### config.mk
export PLATFORM = sky130hd
export DESIGN_NAME = rom_signature_revision_finder
export DESIGN_NICKNAME = d
export VERILOG_FILES = /design/src/sv/rsrf_pkg.sv /design/src/sv/rsrf_matcher.sv /design/src/sv/rsrf_out_buf.sv /design/src/sv/rom_signature_revision_finder.sv
export SDC_FILE = /design/constraint.sdc
export NUM_CORES = 1
export LEC_CHECK = 0
export BUFFER_PORTS_ARGS = -buffer_cell sky130_fd_sc_hd__buf_4
export CAP_MARGIN = 25
export CELL_PAD_IN_SITES_DETAIL_PLACEMENT = 1
export CELL_PAD_IN_SITES_GLOBAL_PLACEMENT = 2
export CORE_ASPECT_RATIO = 0.9
export CORE_UTILIZATION = 40
export CTS_BUF_LIST = sky130_fd_sc_hd__clkbuf_8
export DETAILED_ROUTE_END_ITERATION = 10
export GPL_ROUTABILITY_DRIVEN = 1
export PLACE_DENSITY_LB_ADDON = 0.05
export SETUP_SLACK_MARGIN = 0.15
export SLEW_MARGIN = 20
export SYNTH_ARGS = -nofsm -noshare
export SYNTH_HDL_FRONTEND = slang
export SYNTH_SLANG_ARGS = --single-unit
### constraint.sdc
create_clock -name clk -period 17.5 [get_ports clk]
set_clock_uncertainty 0.05 [all_clocks]
set_input_delay 4.375 -clock clk [delete_from_list [all_inputs] [get_ports clk]]
set_output_delay 4.375 -clock clk [all_outputs]
set_load 0.01 [all_outputs]
### src/sv/rsrf_pkg.sv
// ----------------------------------------------------------------------------
// rsrf_pkg
// Shared types and constants for the ROM signature revision finder.
// ----------------------------------------------------------------------------
package rsrf_pkg;

  localparam int unsigned KEY_CHARS_DEF = 13;
  localparam int unsigned KEY_MAX       = 16;

  localparam logic [7:0] LETTER_LO = 8'h41;  // 'A'
  localparam logic [7:0] LETTER_HI = 8'h5A;  // 'Z'

  // Signature text, one ASCII code per character; unused tail holds NUL.
  localparam logic [7:0] KEY_TEXT [KEY_MAX] = '{
    8'h56, 8'h65, 8'h72, 8'h73, 8'h69, 8'h6F, 8'h6E, 8'h20,
    8'h48, 8'h50, 8'h34, 8'h38, 8'h2D, 8'h00, 8'h00, 8'h00
  };

  typedef struct packed {
    logic       scan_done;
    logic       matched;
    logic [6:0] revision_letter;
  } result_t;

endpackage

### src/sv/rsrf_matcher.sv
// ----------------------------------------------------------------------------
// rsrf_matcher
// Nibble history window, parallel signature compare and revision latch.
// ----------------------------------------------------------------------------
module rsrf_matcher #(
  parameter int unsigned KEY_CHARS = rsrf_pkg::KEY_CHARS_DEF
) (
  input  logic              clk,
  input  logic              rst,
  input  logic              accept,
  input  logic [3:0]        rom_nibble,
  input  logic              end_of_rom,
  output rsrf_pkg::result_t result
);

  localparam int unsigned SPAN_NIBS = 2 * (KEY_CHARS + 1);
  localparam int unsigned HIST_NIBS = SPAN_NIBS - 1;
  localparam int unsigned FILL_W    = $clog2(HIST_NIBS + 1);
  localparam logic [FILL_W-1:0] FILL_FULL = FILL_W'(HIST_NIBS);

  // nibble i sits at bits [4i +: 4], oldest at i = 0
  logic [HIST_NIBS*4-1:0] window;
  logic [FILL_W-1:0]      fill;
  logic                   found;
  logic [6:0]             revision;

  logic [SPAN_NIBS*4-1:0] span;
  logic                   key_hit;
  logic [7:0]             letter;
  logic                   letter_ok;
  logic                   take;
  logic                   found_next;
  logic [6:0]             revision_next;

  assign span = {rom_nibble, window};

  // each character is a pair of nibbles, low nibble first
  always_comb begin
    key_hit = 1'b1;
    for (int k = 0; k < KEY_CHARS; k++) begin
      if (span[8*k +: 8] != rsrf_pkg::KEY_TEXT[k]) key_hit = 1'b0;
    end
  end

  assign letter        = span[8*KEY_CHARS +: 8];
  assign letter_ok     = (letter >= rsrf_pkg::LETTER_LO) && (letter <= rsrf_pkg::LETTER_HI);
  assign take          = (fill == FILL_FULL) && !found && key_hit && letter_ok;
  assign found_next    = found | take;
  assign revision_next = take ? letter[6:0] : revision;

  assign result.revision_letter = revision_next;
  assign result.matched         = found_next;
  assign result.scan_done       = end_of_rom;

  always_ff @(posedge clk) begin
    if (rst) begin
      fill     <= '0;
      found    <= 1'b0;
      revision <= rsrf_pkg::LETTER_LO[6:0];
    end else if (accept) begin
      if (end_of_rom) begin
        // start a new scan with the next beat
        fill     <= '0;
        found    <= 1'b0;
        revision <= rsrf_pkg::LETTER_LO[6:0];
      end else begin
        if (fill != FILL_FULL) fill <= fill + FILL_W'(1);
        found    <= found_next;
        revision <= revision_next;
      end
    end
  end

  always_ff @(posedge clk) begin
    if (accept) window <= span[SPAN_NIBS*4-1:4];
  end

endmodule

### src/sv/rsrf_out_buf.sv
// ----------------------------------------------------------------------------
// rsrf_out_buf
// Output register with a skid stage, so input and output stall separately.
// ----------------------------------------------------------------------------
module rsrf_out_buf (
  input  logic              clk,
  input  logic              rst,
  input  logic              in_valid,
  output logic              in_ready,
  input  rsrf_pkg::result_t in_data,
  output logic              out_valid,
  input  logic              out_ready,
  output rsrf_pkg::result_t out_data
);

  logic              main_valid;
  logic              skid_valid;
  rsrf_pkg::result_t main_data;
  rsrf_pkg::result_t skid_data;
  logic              in_fire;

  assign in_ready  = !skid_valid;
  assign in_fire   = in_valid && in_ready;
  assign out_valid = main_valid;
  assign out_data  = main_data;

  always_ff @(posedge clk) begin
    if (rst) begin
      main_valid <= 1'b0;
      skid_valid <= 1'b0;
    end else if (main_valid && out_ready) begin
      if (skid_valid) begin
        main_data  <= skid_data;
        skid_valid <= 1'b0;
      end else if (in_fire) begin
        main_data <= in_data;
      end else begin
        main_valid <= 1'b0;
      end
    end else if (!main_valid) begin
      if (in_fire) begin
        main_data  <= in_data;
        main_valid <= 1'b1;
      end
    end else if (in_fire) begin
      // main beat is stalled: park the new one
      skid_data  <= in_data;
      skid_valid <= 1'b1;
    end
  end

endmodule

### src/sv/rom_signature_revision_finder.sv
// ----------------------------------------------------------------------------
// rom_signature_revision_finder
// Finds the revision letter that follows the version signature in a ROM image.
// ----------------------------------------------------------------------------
// Usage:
//   Slave side takes one ROM nibble per beat in address order, s_tlast on the
//   final nibble of the image. Master side gives one result beat per input
//   beat: the revision letter found so far ('A' until a match), the matched
//   flag, and m_tlast on the result of the final nibble.
//   Each result is registered, in the skid stage if the receiver stalls.
//   Throughput is one beat per cycle while s_tready is high; the parallel
//   compare of the whole nibble window against the signature is in that cycle.
//   After the s_tlast beat the scan state clears, so the next beat starts a
//   new image. Reset clears the scan state and empties the output stages.
//   When the receiver stalls, one result waits in the output register and a
//   second in the skid stage; s_tready drops only once both are full.
// ----------------------------------------------------------------------------
module rom_signature_revision_finder #(
  parameter int unsigned KEY_CHARS = rsrf_pkg::KEY_CHARS_DEF
) (
  input  logic       clk,
  input  logic       rst,
  input  logic       s_tvalid,
  output logic       s_tready,
  input  logic [7:0] s_tdata,   // [3:0] rom_nibble, [7:4] zero
  input  logic       s_tlast,   // end_of_rom
  output logic       m_tvalid,
  input  logic       m_tready,
  output logic [7:0] m_tdata,   // [6:0] revision_letter, [7] matched
  output logic       m_tlast    // scan_done
);

  logic              accept;
  rsrf_pkg::result_t result;
  rsrf_pkg::result_t out_result;

  assign accept = s_tvalid && s_tready;

  rsrf_matcher #(
    .KEY_CHARS(KEY_CHARS)
  ) u_matcher (
    .clk        (clk),
    .rst        (rst),
    .accept     (accept),
    .rom_nibble (s_tdata[3:0]),
    .end_of_rom (s_tlast),
    .result     (result)
  );

  rsrf_out_buf u_out_buf (
    .clk       (clk),
    .rst       (rst),
    .in_valid  (s_tvalid),
    .in_ready  (s_tready),
    .in_data   (result),
    .out_valid (m_tvalid),
    .out_ready (m_tready),
    .out_data  (out_result)
  );

  assign m_tdata = {out_result.matched, out_result.revision_letter};
  assign m_tlast = out_result.scan_done;

endmodule
After elaboration in Yosys (flattened, before gate mapping)
Index checks and enable logic that the tools add are counted.

operators by class
  bitwise gates (word level) = 3
  multiplexer cells = 27
  eq/ne operators = 18
  reduce and logical (&&, ||, !) cells = 15
  order comparisons = 2
  $add $sub $neg = 1

operator list
  operator             count
  $ne 8x7->1 const B   9
  $mux 9               4
  $ne 8x6->1 const B   4
  $mux 1               19
  $mux 7               2
  $mux 5               2
  $ge 8x7->1 const B   1
  $le 8x7->1 const B   1
  $reduce_and 2->1     4
  $logic_and 1x1->1    6
  $ne 2x2->1 const B   3
  $add 5x1->5 const B  1
  $eq 5x5->1 const B   1
  $ne 5x5->1 const B   1
  $reduce_and 4->1     1
  $logic_not 1->1      2
  $not 1->1            2
  $reduce_bool 2->1    1
  $reduce_or 2->1      1
  $or 1x1->1           1

storage, ports and cells
  bits of input ports = 13
  logic and storage cells = 78
  register bits after elaboration = 141
  output and inout port bits = 11

Logic depth before layout (Yosys ltp)
Gate-level depths: netlist of run 1.

  word-level depth = 20
  depth in mapped cells = 7
  gate-level depth less buffers = 6

Hierarchy
A second synthesis of run 1 with hierarchy kept.

unflattened totals
  cell total of the unflattened synthesis = 295
  area, all modules = 5206.2 sq um

by module, submodules not included
  module                         times used  seq. area each (sq um)  cells each  area each (sq um)
  rsrf_matcher                   1           3503.4                  234         4307.9
  rsrf_out_buf                   1           580.6                   60          892.1
  rom_signature_revision_finder  1           0.0                     1           6.3

Worst setup path before layout of run 1
No wires, ideal clock.

  path type = input to register
  start point = input port s_tvalid
  end point = register u_out_buf.skid_data[0] (netlist bit) (enable)
  stages = 5
  setup slack = 8.472 ns
  library setup time = 0.341 ns
  path buffers = 2
  data required time = 17.109 ns
  data arrival time = 8.636 ns
  cells stage by stage = nand2b_1 inv_1 clkbuf_1 buf_1 and4_1

between the ends
  cells in the longest elaborated chain, start to end = 2

ends and longest elaborated chain
  element                            RTL line                             RTL
  start, declared                    rom_signature_revision_finder.sv:23  input logic s_tvalid,
  $logic_and 1x1->1                  --
  named net accept                   rom_signature_revision_finder.sv:33  logic accept;
  $reduce_and 4->1 (no source line)  --
  end signal, assigned               rsrf_out_buf.sv:47                   skid_data <= in_data;
  end, declared                      rsrf_out_buf.sv:19                   rsrf_pkg::result_t skid_data;

The timed path passes the listed nets, and every way through them passes these cells.
A chain may end at the register's enable or synchronous reset.

Final worst setup path of run 1
  start point = input port s_tvalid
  end point = register u_matcher.revision[0]

between the ends
  cells in the longest elaborated chain, start to end = 1

ends and longest elaborated chain
  element               RTL line                             RTL
  $logic_and 1x1->1     rom_signature_revision_finder.sv:37  assign accept = s_tvalid && s_tready;
  end signal, assigned  rsrf_matcher.sv:59                   revision <= rsrf_pkg::LETTER_LO[6:0];
  end signal, assigned  rsrf_matcher.sv:65                   revision <= rsrf_pkg::LETTER_LO[6:0];
  end signal, assigned  rsrf_matcher.sv:69                   revision <= revision_next;
  end, declared         rsrf_matcher.sv:25                   logic [6:0] revision;

No other way between the ends.

==> impl_metrics.env, run 1 <==
export IMPL_setup_ws_ns=10.61
export IMPL_synthArstFlopShare_pct=0
export IMPL_dp_hpwl_mm=7.89
export IMPL_grt_util_all_layers_pct=17.6
export IMPL_grt_pass1_wl_mm=18.0
export IMPL_tritoncts="built"
export IMPL_holdWs_ns=0.395
export IMPL_vias=3103
export IMPL_crit_arrival_ns=7.21
export IMPL_fin_crit_sh_pct=39.4
export IMPL_min_from="u_matcher.window[82]$_DFFE_PP_"
export IMPL_dr_pass1_iters=4
export IMPL_insertion_delay_ns=0.44
export IMPL_syn_nets=342
export IMPL_cp_required_ns=17.82
export IMPL_top_layer_used="met4"
export IMPL_rows=39
export IMPL_grt_overflow=0
export IMPL_synth_cell_types=37
export IMPL_wl_met1_mm=5.94
export IMPL_holdBufCountCts=0
export IMPL_crit_chain="buf_4 -> nand2b_1 -> inv_4 -> buf_4 -> nand2_1 -> nand2b_1 -> nor2_1 -> mux2i_1"
export IMPL_r2r_cells=7
export IMPL_yosysWarnings=0
export IMPL_r2r_end="u_matcher.revision[0]$_SDFFE_PP1P_"
export IMPL_tns_ns=0
export IMPL_fp_dieW_um=124
export IMPL_cp_slowest_cell="buf_4"
export IMPL_clock_path_buffers=2
export IMPL_post_cts_repair_setup_buffers=0
export IMPL_ctsResizeCount=0
export IMPL_vias_per_cell=5.77
export IMPL_cp_max_fo=75
export IMPL_gp_congestion=0.773
export IMPL_worstSetupPathType="in2reg"
export IMPL_port_buffers=19
export IMPL_grt_setup_unrepaired="no"
export IMPL_cts_root_buf="clkbuf_8"
export IMPL_die_h_um=112
export IMPL_final_layout_size_suffix_gt1_share_pct=15.2
export IMPL_hold_path_depth=0
export IMPL_syn_avg_cell_area_um2=16.4
export IMPL_grt_max_degree=76
export IMPL_cp_slowest_stage_delay_ns=0.83
export IMPL_ioPinCount=24
export IMPL_dpl_worst_slack_ns=10.09
export IMPL_synthToLayoutAreaGrowth_pct=13.1
export IMPL_synthesis_area_um2=5390
export IMPL_cts_buffers=17
export IMPL_routed_wl_mm=11.5
export IMPL_min_period_ns=6.89
export IMPL_p_per_area_nw_per_um2=112
export IMPL_wl_met3_um=559
export IMPL_first_global_vias=3111
export IMPL_status="completed"
export IMPL_crit_start="s_tvalid"
export IMPL_timing_rr_start="u_out_buf.skid_valid$_SDFFE_PP0P_"
export IMPL_ctsHtreeMaxLevel=4
export IMPL_synthFlopType="edfxtp_1"
export IMPL_antenna_found_initial=0
export IMPL_critPathBufInv=3
export IMPL_syn_instance_count=328
export IMPL_setup_viol=0
export IMPL_ir_worst_vdd_mv=0.0551
export IMPL_first_iter_violations=292
export IMPL_start_util_pct=41.7
export IMPL_worst_path_dominant_cell_family="buffers and inverters"
export IMPL_max_cap_violations=0
export IMPL_setup_worst_path_start_class="primary input"
export IMPL_met2_wirelength_mm=4.80
export IMPL_post_dp_cell_area_um2=5730
export IMPL_drc_errors=0
export IMPL_tightest_slew_ns=0.955
export IMPL_yosys_register_bits=141
export IMPL_fill_cells=1262
export IMPL_rrSetupSlack_ns=14.15
export IMPL_clk_pin_slew_ns=0.08
export IMPL_wl_per_cell_um=21.3
export IMPL_power_leakage_nw=2.05
export IMPL_slew_violations=0
export IMPL_yosysTopAreaCellShare_pct=70.2
export IMPL_synth_top_cell_by_area="edfxtp_1"
export IMPL_dieArea_um2=13900
export IMPL_synth_edf_count=126
export IMPL_synthTopCellsByArea="edfxtp_1 (70%), dfxtp_1 (5.6%), nor4bb_1 (3.9%)"
export IMPL_total_power_mw=0.680
export IMPL_fmax_mhz=145
export IMPL_final_area_um2=6090
export IMPL_ys_seq_area_share_pct=75.8
export IMPL_fin_nets=377
export IMPL_drtAntennaViolNets=0
export IMPL_end_kind="register"
export IMPL_cts_sinks=141
export IMPL_hold_viol=0
export IMPL_slew_headroom_pct=36.3
export IMPL_min_to="u_matcher.window[78]$_DFFE_PP_"
export IMPL_hp_class="reg2reg"
export IMPL_antenna_cells=0
export IMPL_coreArea_um2=12900
[layout by cell type (no fill, tap or decap), types with 5 or more instances in the layout]
cell type    n
nand4_1     16
nor4b_1     10
and4b_1     11
nand3_1      6
clkbuf_8    17
o21ai_0     17
dfxtp_1     15
nor2_1      11
nand2_1     14
a211oi_1     5
a31oi_1      6
edfxtp_1   126
a21oi_1     12
buf_4       20
inv_1        7
or4_1        5
or3_1        7
nor4bb_1    21
[registers in the layout (all words and copies together), names as in the netlist]
signal / cells
u_matcher.window: 108
u_out_buf.out_data: 9
u_out_buf.skid_data: 9
u_matcher.revision: 7
u_matcher.fill: 5
u_matcher.found: 1
u_out_buf.out_valid: 1
u_out_buf.skid_valid: 1
[layer usage]
layer | GRT usage (%) | vias up
met3 | 4.91 | 13
met1 | 27.1 | 1602
met4 | 6.27 | 0
li1 | - | 1424
met5 | 0 | -
met2 | 23.7 | 64
[synthesized netlist by cell type (2+ instances only)]
cell type and instances:
edfxtp_1 126, clkbuf_1 3, or3_1 7, and4_1 2, a31oi_1 6, or4_1 5
xor2_1 3, nand4_1 16, dfxtp_1 15, nor4b_1 10, nand2_1 14, a22o_1 4
nor2_1 11, nand2b_1 2, nor4_4 2, a211oi_1 5, nor4b_2 3, nor4bb_1 21
nor3_1 4, and4b_1 11, and3_1 2, a21oi_1 12, nor4_1 2, o21ai_0 17
nand3_1 6, inv_1 8
[where the power goes]
group	switching, mW	internal [mW]	total [mW]
sequential	0.0164	0.393	0.409
clock	0.119	0.123	0.242
combinational	0.0173	0.0112	0.0285
[final cells by class]
type | count | area [um^2] | share of cell area [%]
inverter | 8 | 32.5 | 0.534
timing repair buffer | 20 | 150 | 2.46
clock inverter | 13 | 128 | 2.09
sequential | 141 | 4080 | 67.0
multi-input combinational | 175 | 1260 | 20.7
tap | 164 | 205 | 3.37
clock buffer | 17 | 234 | 3.84
[cell families (layout without fill, tap and decap cells)]
family / count (synthesis) / count (layout) / share of synthesized area, %
and+or+nand+nor: 123 / 123 / 17.3
xor gates and xnor gates: 3 / 3 / 0.488
adders and majority gates: 1 / 1 / 0.232
buffers and inverters: 12 / 58 / 0.836
DFF: 141 / 141 / 75.8
muxes: 1 / 1 / 0.186
AOI/OAI and AO/OA: 47 / 47 / 5.18
[worst max-delay path by stage]
stage	to	slack, ns	depth (start not counted)
2_1_floorplan	u_out_buf.skid_data[0]$_DFFE_PP_	8.47	5
3_3_place_gp	u_matcher.revision[0]$_SDFFE_PP1P_	10.16	8
3_5_place_dp	u_matcher.revision[0]$_SDFFE_PP1P_	10.09	8
4_1_cts	u_matcher.revision[0]$_SDFFE_PP1P_	10.58	8
5_1_grt	u_matcher.revision[0]$_SDFFE_PP1P_	10.33	8
6_report	u_matcher.revision[0]$_SDFFE_PP1P_	10.61	8
[per-stage QoR]
stage / util [%] / instances
2_1_floorplan: - / 328
4_1_cts: 47.1 / 538
5_1_grt: 47.1 / 538
3_3_place_gp: 44.3 / 508
3_5_place_dp: 44.3 / 508
6_report: 47.1 / 538
No activity file was read; power rests on OpenSTA's default activity.
==> run 2, diff against run 1 <==
clock period = 7.2 ns   (was 17.5 ns; I/O delays follow)
==> run 2 against run 1 <==
Effect of this change:
- wire length grew 1.7%
- first-iteration DRC count shrank 5.1%
- sequential cell count is the same
- critical path type unchanged
- largest power group unchanged
==> impl_metrics.env, run 2 (synthesis gave the netlist of run 1 again) <==
export IMPL_utilization_pct=47.5
export IMPL_drtAntennaViolNets=0
export IMPL_tns_ns=0
export IMPL_timing_rr_start="u_matcher.window[23]$_DFFE_PP_"
export IMPL_cp_slowest_cell="buf_4"
export IMPL_start_util_pct=41.7
export IMPL_grt_max_degree=66
export IMPL_ir_worst_vdd_mv=0.138
export IMPL_cts_sinks=141
export IMPL_clock_path_buffers=2
export IMPL_crit_chain="buf_4 -> nand2b_1 -> inv_4 -> buf_4"
export IMPL_min_period_ns=3.68
export IMPL_fin_crit_sh_pct=51.1
export IMPL_worstSetupPathType="in2reg"
export IMPL_rrSetupSlack_ns=4.50
export IMPL_gp_congestion=0.746
export IMPL_final_layout_size_suffix_gt1_share_pct=16.2
export IMPL_power_leakage_nw=2.09
export IMPL_grt_overflow=0
export IMPL_path_common_cell="buf_4"
export IMPL_final_area_um2=6150
export IMPL_multi_input_area_um2=1260
export IMPL_fp_dieW_um=124
export IMPL_hold_path_depth=0
export IMPL_antenna_found_initial=0
export IMPL_p_per_area_nw_per_um2=280
export IMPL_tritoncts="built"
export IMPL_dieArea_um2=13900
export IMPL_holdBufCountCts=0
export IMPL_status="completed"
export IMPL_first_iter_violations=277
export IMPL_insertion_delay_ns=0.44
export IMPL_drc_errors=0
export IMPL_vias=3062
export IMPL_crit_arrival_ns=3.69
export IMPL_grt_util_all_layers_pct=17.7
export IMPL_dr_pass1_iters=5
export IMPL_grt_setup_unrepaired="no"
export IMPL_end_kind="register"
export IMPL_cts_buffers=17
export IMPL_largest_reg_flops=108
export IMPL_hp_class="reg2reg"
export IMPL_setup_worst_path_start_class="primary input"
export IMPL_die_h_um=112
export IMPL_hold_viol=0
export IMPL_routed_wl_mm=11.6
export IMPL_cts_root_buf="clkbuf_8"
export IMPL_fin_nets=378
export IMPL_fmax_mhz=272
export IMPL_post_dp_cell_area_um2=5730
export IMPL_vias_per_cell=5.66
export IMPL_first_global_vias=3124
export IMPL_synthToLayoutAreaGrowth_pct=14.1
export IMPL_port_buffers=19
export IMPL_r2r_cells=5
export IMPL_wl_per_cell_um=21.5
export IMPL_min_from="u_matcher.window[67]$_DFFE_PP_"
export IMPL_fill_cells=1233
export IMPL_layout_commonest_cell="edfxtp_1"
export IMPL_slew_headroom_pct=47.5
export IMPL_min_to="u_matcher.window[63]$_DFFE_PP_"
export IMPL_critPathBufInv=3
export IMPL_ctsResizeCount=0
export IMPL_ioPinCount=24
export IMPL_clk_pin_slew_ns=0.08
export IMPL_max_cap_violations=0
export IMPL_worst_path_dominant_cell_family="buffers and inverters"
export IMPL_rows=39
export IMPL_dp_hpwl_mm=7.69
export IMPL_slew_violations=0
export IMPL_final_cell_mix="edfxtp_1 (126), nor4bb_1 (21), buf_4 (20)"
export IMPL_r2r_end="u_out_buf.out_data[6]$_DFFE_PP_"
export IMPL_setup_viol=0
export IMPL_holdWs_ns=0.410
export IMPL_coreArea_um2=12900
export IMPL_cp_required_ns=7.21
export IMPL_cp_max_fo=65
export IMPL_post_cts_repair_setup_buffers=0
export IMPL_seq_area_um2=4080
export IMPL_grt_pass1_wl_mm=18.1
export IMPL_tightest_slew_ns=0.781
export IMPL_top_register="u_matcher.window"
export IMPL_ctsHtreeMaxLevel=4
export IMPL_cp_slowest_stage_delay_ns=0.75
export IMPL_antenna_cells=0
-- run 2: cell count changes in the layout (fill, tap and decap cells not counted) --
cell,previous run,this run
clkinv_4,2,5
clkinv_1,2,0
clkinvlp_4,3,1
bufinv_16,2,3
clkbuf_4,0,1
inv_1,7,8
inv_6,0,1
-- run 2: worst register-to-register path, cell delays in order (launching register included) --
cell      delay (ns)
edfxtp_1        0.45
nor4bb_1        0.52
nand4_1         0.29
nor4_4          0.76
a21oi_1         0.29
a21oi_1         0.20
-- run 2: metal layers --
metal  vias up  wire length [um]  global-route usage, %  part of all wire, %
met5         -                 0                      0                    0
met1      1543              5900                   26.4                   51
li1       1431                 -                      -                    -
met3        16               635                   5.43                  5.5
met4         0               197                   7.31                  1.7
met2        72              4910                   23.8                   42
-- run 2: worst max-delay path by stage --
stage	from	to	cells after the start
final	s_tvalid	u_matcher.window[54]$_DFFE_PP_	4
after global routing	s_tvalid	u_matcher.window[54]$_DFFE_PP_	4
after CTS	s_tvalid	u_matcher.window[37]$_DFFE_PP_	4
after detailed placement	s_tvalid	u_matcher.window[29]$_DFFE_PP_	4
after global placement	s_tvalid	u_matcher.window[25]$_DFFE_PP_	4
after floorplan	s_tvalid	u_out_buf.skid_data[0]$_DFFE_PP_	5
-- run 2: metrics by stage --
stage / power [mW] / setup slack, ns / std cells
floorplan: 1.04 / 0.747 / 328
finish: 1.72 / 3.52 / 541
global route: 1.78 / 3.35 / 541
detailed placement: 1.08 / 3.02 / 508
CTS: 1.73 / 3.50 / 540
global placement: 1.08 / 3.03 / 508
-- run 2: final cells by class --
type / instances / share of cell area, %
Clock buffer: 17 / 3.81
Clock inverter: 15 / 2.83
Inverter: 8 / 0.529
Multi-Input combinational cell: 175 / 20.5
Sequential cell: 141 / 66.4
Tap cell: 164 / 3.34
Timing Repair Buffer: 21 / 2.56
-- run 2: where the power goes --
group	internal, mW	switching [mW]	total (mW)
clock network	0.342	0.313	0.656
registers	0.954	0.0398	0.994
logic	0.0276	0.0421	0.0697
==> run 3, diff against run 2 <==
ABC_AREA = 1   (was unset)
clock period = 3.56 ns   (was 7.2 ns; I/O delays follow)
==> run 3 against run 2 <==
Effect of this change:
- synthesized area is 0.53% higher
- setup slack lost 2.0 ns
- worst hold slack worse by 0.0085 ns
- critical path depth up 7
- combinational power up 130%
- clock power up 66%
- non-clock buffer count rose by 2
- global-route usage down 2.3 points
- register-to-register slack lost 3.0 ns
- sequential cell count is the same
- sequential share of layout area rose by 0.27 points
- core utilization is 0.19 points lower
- critical endpoint is now u_out_buf.out_data[4]$_DFFE_PP_
==> impl_metrics.env, run 3 <==
export IMPL_status="completed"
export IMPL_ctsHtreeMaxLevel=4
export IMPL_synthFlopType="edfxtp_1"
export IMPL_grt_pass1_wl_mm=16.3
export IMPL_dieArea_um2=14000
export IMPL_power_leakage_nw=2.49
export IMPL_port_buffers=19
export IMPL_min_from="u_matcher.window[31]$_DFFE_PP_"
export IMPL_tritoncts="built"
export IMPL_cts_buffers=17
export IMPL_synth_edf_count=126
export IMPL_vias_per_cell=4.63
export IMPL_drc_errors=0
export IMPL_grt_max_degree=79
export IMPL_final_area_um2=6120
export IMPL_insertion_delay_ns=0.44
export IMPL_largest_reg_flops=108
export IMPL_synthToLayoutAreaGrowth_pct=13.0
export IMPL_r2r_end="u_out_buf.out_data[4]$_DFFE_PP_"
export IMPL_routed_wl_mm=9.74
export IMPL_yosys_register_bits=141
export IMPL_hold_path_depth=0
export IMPL_worstSetupPathType="reg2reg"
export IMPL_min_to="u_matcher.window[27]$_DFFE_PP_"
export IMPL_fp_dieW_um=125
export IMPL_syn_instance_count=447
export IMPL_post_dp_cell_area_um2=5790
export IMPL_syn_nets=461
export IMPL_worst_path_dominant_cell_family="simple AND/OR/NAND/NOR gates"
export IMPL_synthTopCellsByArea="edfxtp_1 (70%), nand2_1 (6.3%), dfxtp_1 (5.5%)"
export IMPL_grt_met1_usage_pct=19.8
export IMPL_fill_cells=1357
export IMPL_slew_headroom_pct=45.1
export IMPL_slew_violations=0
export IMPL_synth_most_common_cell="edfxtp_1"
export IMPL_max_cap_violations=0
export IMPL_ir_worst_vdd_mv=0.256
export IMPL_layout_commonest_cell="edfxtp_1"
export IMPL_start_util_pct=41.9
export IMPL_globalRouteMet2Util_pct=24.0
export IMPL_crit_arrival_ns=2.27
export IMPL_ys_seq_area_share_pct=75.4
export IMPL_yosysTopAreaCellShare_pct=69.8
export IMPL_holdBufCountCts=0
export IMPL_final_cell_mix="edfxtp_1 (126), nand2_1 (91), inv_1 (81)"
export IMPL_yosys_top_cells_count="edfxtp_1 (126), nand2_1 (91), inv_1 (75)"
export IMPL_tightest_slew_ns=0.821
export IMPL_rows=39
export IMPL_r2r_cells=11
export IMPL_grt_setup_unrepaired="no"
export IMPL_critPathBufInv=0
export IMPL_clock_path_buffers=2
export IMPL_hp_class="reg2reg"
export IMPL_clk_pin_slew_ns=0.07
export IMPL_fin_nets=499
export IMPL_setup_worst_path_start_class="register"
export IMPL_cp_slowest_stage_delay_ns=0.39
export IMPL_post_cts_repair_setup_buffers=0
export IMPL_dp_cells=630
export IMPL_grt_overflow=0
export IMPL_dr_pass1_iters=4
export IMPL_holdWs_ns=0.401
export IMPL_syn_avg_cell_area_um2=12.1
export IMPL_grtUsageMet3_pct=5.29
export IMPL_grt_busiest_layer="met2"
export IMPL_synthArstFlopShare_pct=0
export IMPL_hold_viol=0
export IMPL_top_register="u_matcher.window"
export IMPL_gp_congestion=0.714
export IMPL_cts_sinks=141
export IMPL_synthesis_area_um2=5420
export IMPL_layout_cells_non_filler=662
export IMPL_drtAntennaViolNets=0
export IMPL_setup_viol=0
export IMPL_fmax_mhz=493
export IMPL_antenna_found_initial=0
export IMPL_cp_slowest_cell="dfxtp_1"
export IMPL_cts_root_buf="clkbuf_8"
export IMPL_first_iter_violations=182
export IMPL_first_global_vias=3297
export IMPL_ctsResizeCount=0
export IMPL_cp_max_fo=9
export IMPL_rrSetupSlack_ns=1.53
export IMPL_timing_rr_start="u_matcher.fill[0]$_SDFFE_PP0P_"
export IMPL_min_period_ns=2.03
export IMPL_ioPinCount=24
export IMPL_antenna_cells=0
export IMPL_dp_hpwl_mm=6.24
export IMPL_vias=3068
export IMPL_grt_util_all_layers_pct=15.5
export IMPL_total_power_mw=3.24
export IMPL_coreArea_um2=12900
export IMPL_wl_per_cell_um=14.7
export IMPL_synth_top_cell_by_area="edfxtp_1"
export IMPL_tns_ns=0
export IMPL_fin_crit_sh_pct=57.0
export IMPL_yosysWarnings=0
export IMPL_die_h_um=112
export IMPL_p_per_area_nw_per_um2=529
export IMPL_final_layout_size_suffix_gt1_share_pct=12.9
export IMPL_crit_chain="ha_1 -> nand2_1 -> nor2_2 -> nand2_1 -> nor2_1 -> nand2_2 -> nor2_8 -> nand2_4 -> nand2_2 -> nand3_1 -> a21oi_1"
export IMPL_synth_cell_types=29
export IMPL_end_kind="register"
export IMPL_cp_required_ns=3.80
run 3: cell count changes in the layout (fill, tap and decap cells not counted), sizes merged, moves of 14 or more:
cell / delta
nor2: +45
nor4bb: -21
nor4b: -14
inv: +75
nand2: +86
run 3: report_power, final:
part           switching [mW]  total [mW]  internal (mW)
combinational           0.108       0.160         0.0523
sequential             0.0547        1.99           1.93
clock                   0.567        1.09          0.523
run 3: area by class of cell:
cell class / instances / area, um^2 / share of cell area [%]
Clock buffer: 17 / 234 / 3.82
Inverter: 80 / 303 / 4.95
Clock inverter: 15 / 93.8 / 1.53
Sequential cell: 141 / 4080 / 66.7
Multi-Input combinational cell: 222 / 1020 / 16.6
Timing Repair Buffer: 23 / 185 / 3.02
Tap cell: 164 / 205 / 3.35
run 3: worst max-delay path by stage:
stage,from,to,slack [ns],cells after the start
5_1_grt,u_matcher.fill[0]$_SDFFE_PP0P_,u_out_buf.out_data[2]$_DFFE_PP_,1.29,11
6_report,u_matcher.fill[0]$_SDFFE_PP0P_,u_out_buf.out_data[4]$_DFFE_PP_,1.53,11
4_1_cts,u_matcher.fill[0]$_SDFFE_PP0P_,u_out_buf.out_data[2]$_DFFE_PP_,1.46,11
3_3_place_gp,s_tvalid,u_matcher.window[56]$_DFFE_PP_,1.15,4
3_5_place_dp,s_tvalid,u_matcher.window[57]$_DFFE_PP_,1.12,4
2_1_floorplan,s_tvalid,u_out_buf.skid_data[0]$_DFFE_PP_,0.51,5
run 3: worst register-to-register path, cell delays in order (launching register included):
cell and delay, ns:
dfxtp_1 0.39, ha_1 0.22, nand2_1 0.08, nor2_2 0.14, nand2_1 0.07, nor2_1 0.17, nand2_2 0.12, nor2_8 0.15
nand2_4 0.14, nand2_2 0.11, nand3_1 0.08, a21oi_1 0.16
run 3: cell families after synthesis:
logic type / after synthesis / synth area share (%)
DFF: 141 / 75.4
adders and majority gates: 1 / 0.231
buffers and inverters: 84 / 5.84
AOI/OAI and AO/OA: 36 / 3.60
and+or+nand+nor: 185 / 14.9
run 3: through the flow:
step / util (%) / setup slack [ns]
detailed placement: 44.8 / 1.12
finish: 47.3 / 1.53
CTS: 47.3 / 1.46
global placement: 44.8 / 1.15
floorplan: - / 0.510
global route: 47.3 / 1.29
run 3: routing by layer:
metal	vias to the layer above	share of wire [%]
met5	-	0
met4	0	1.0
met3	7	2.9
met2	33	45
met1	1483	51
li1	1545	-
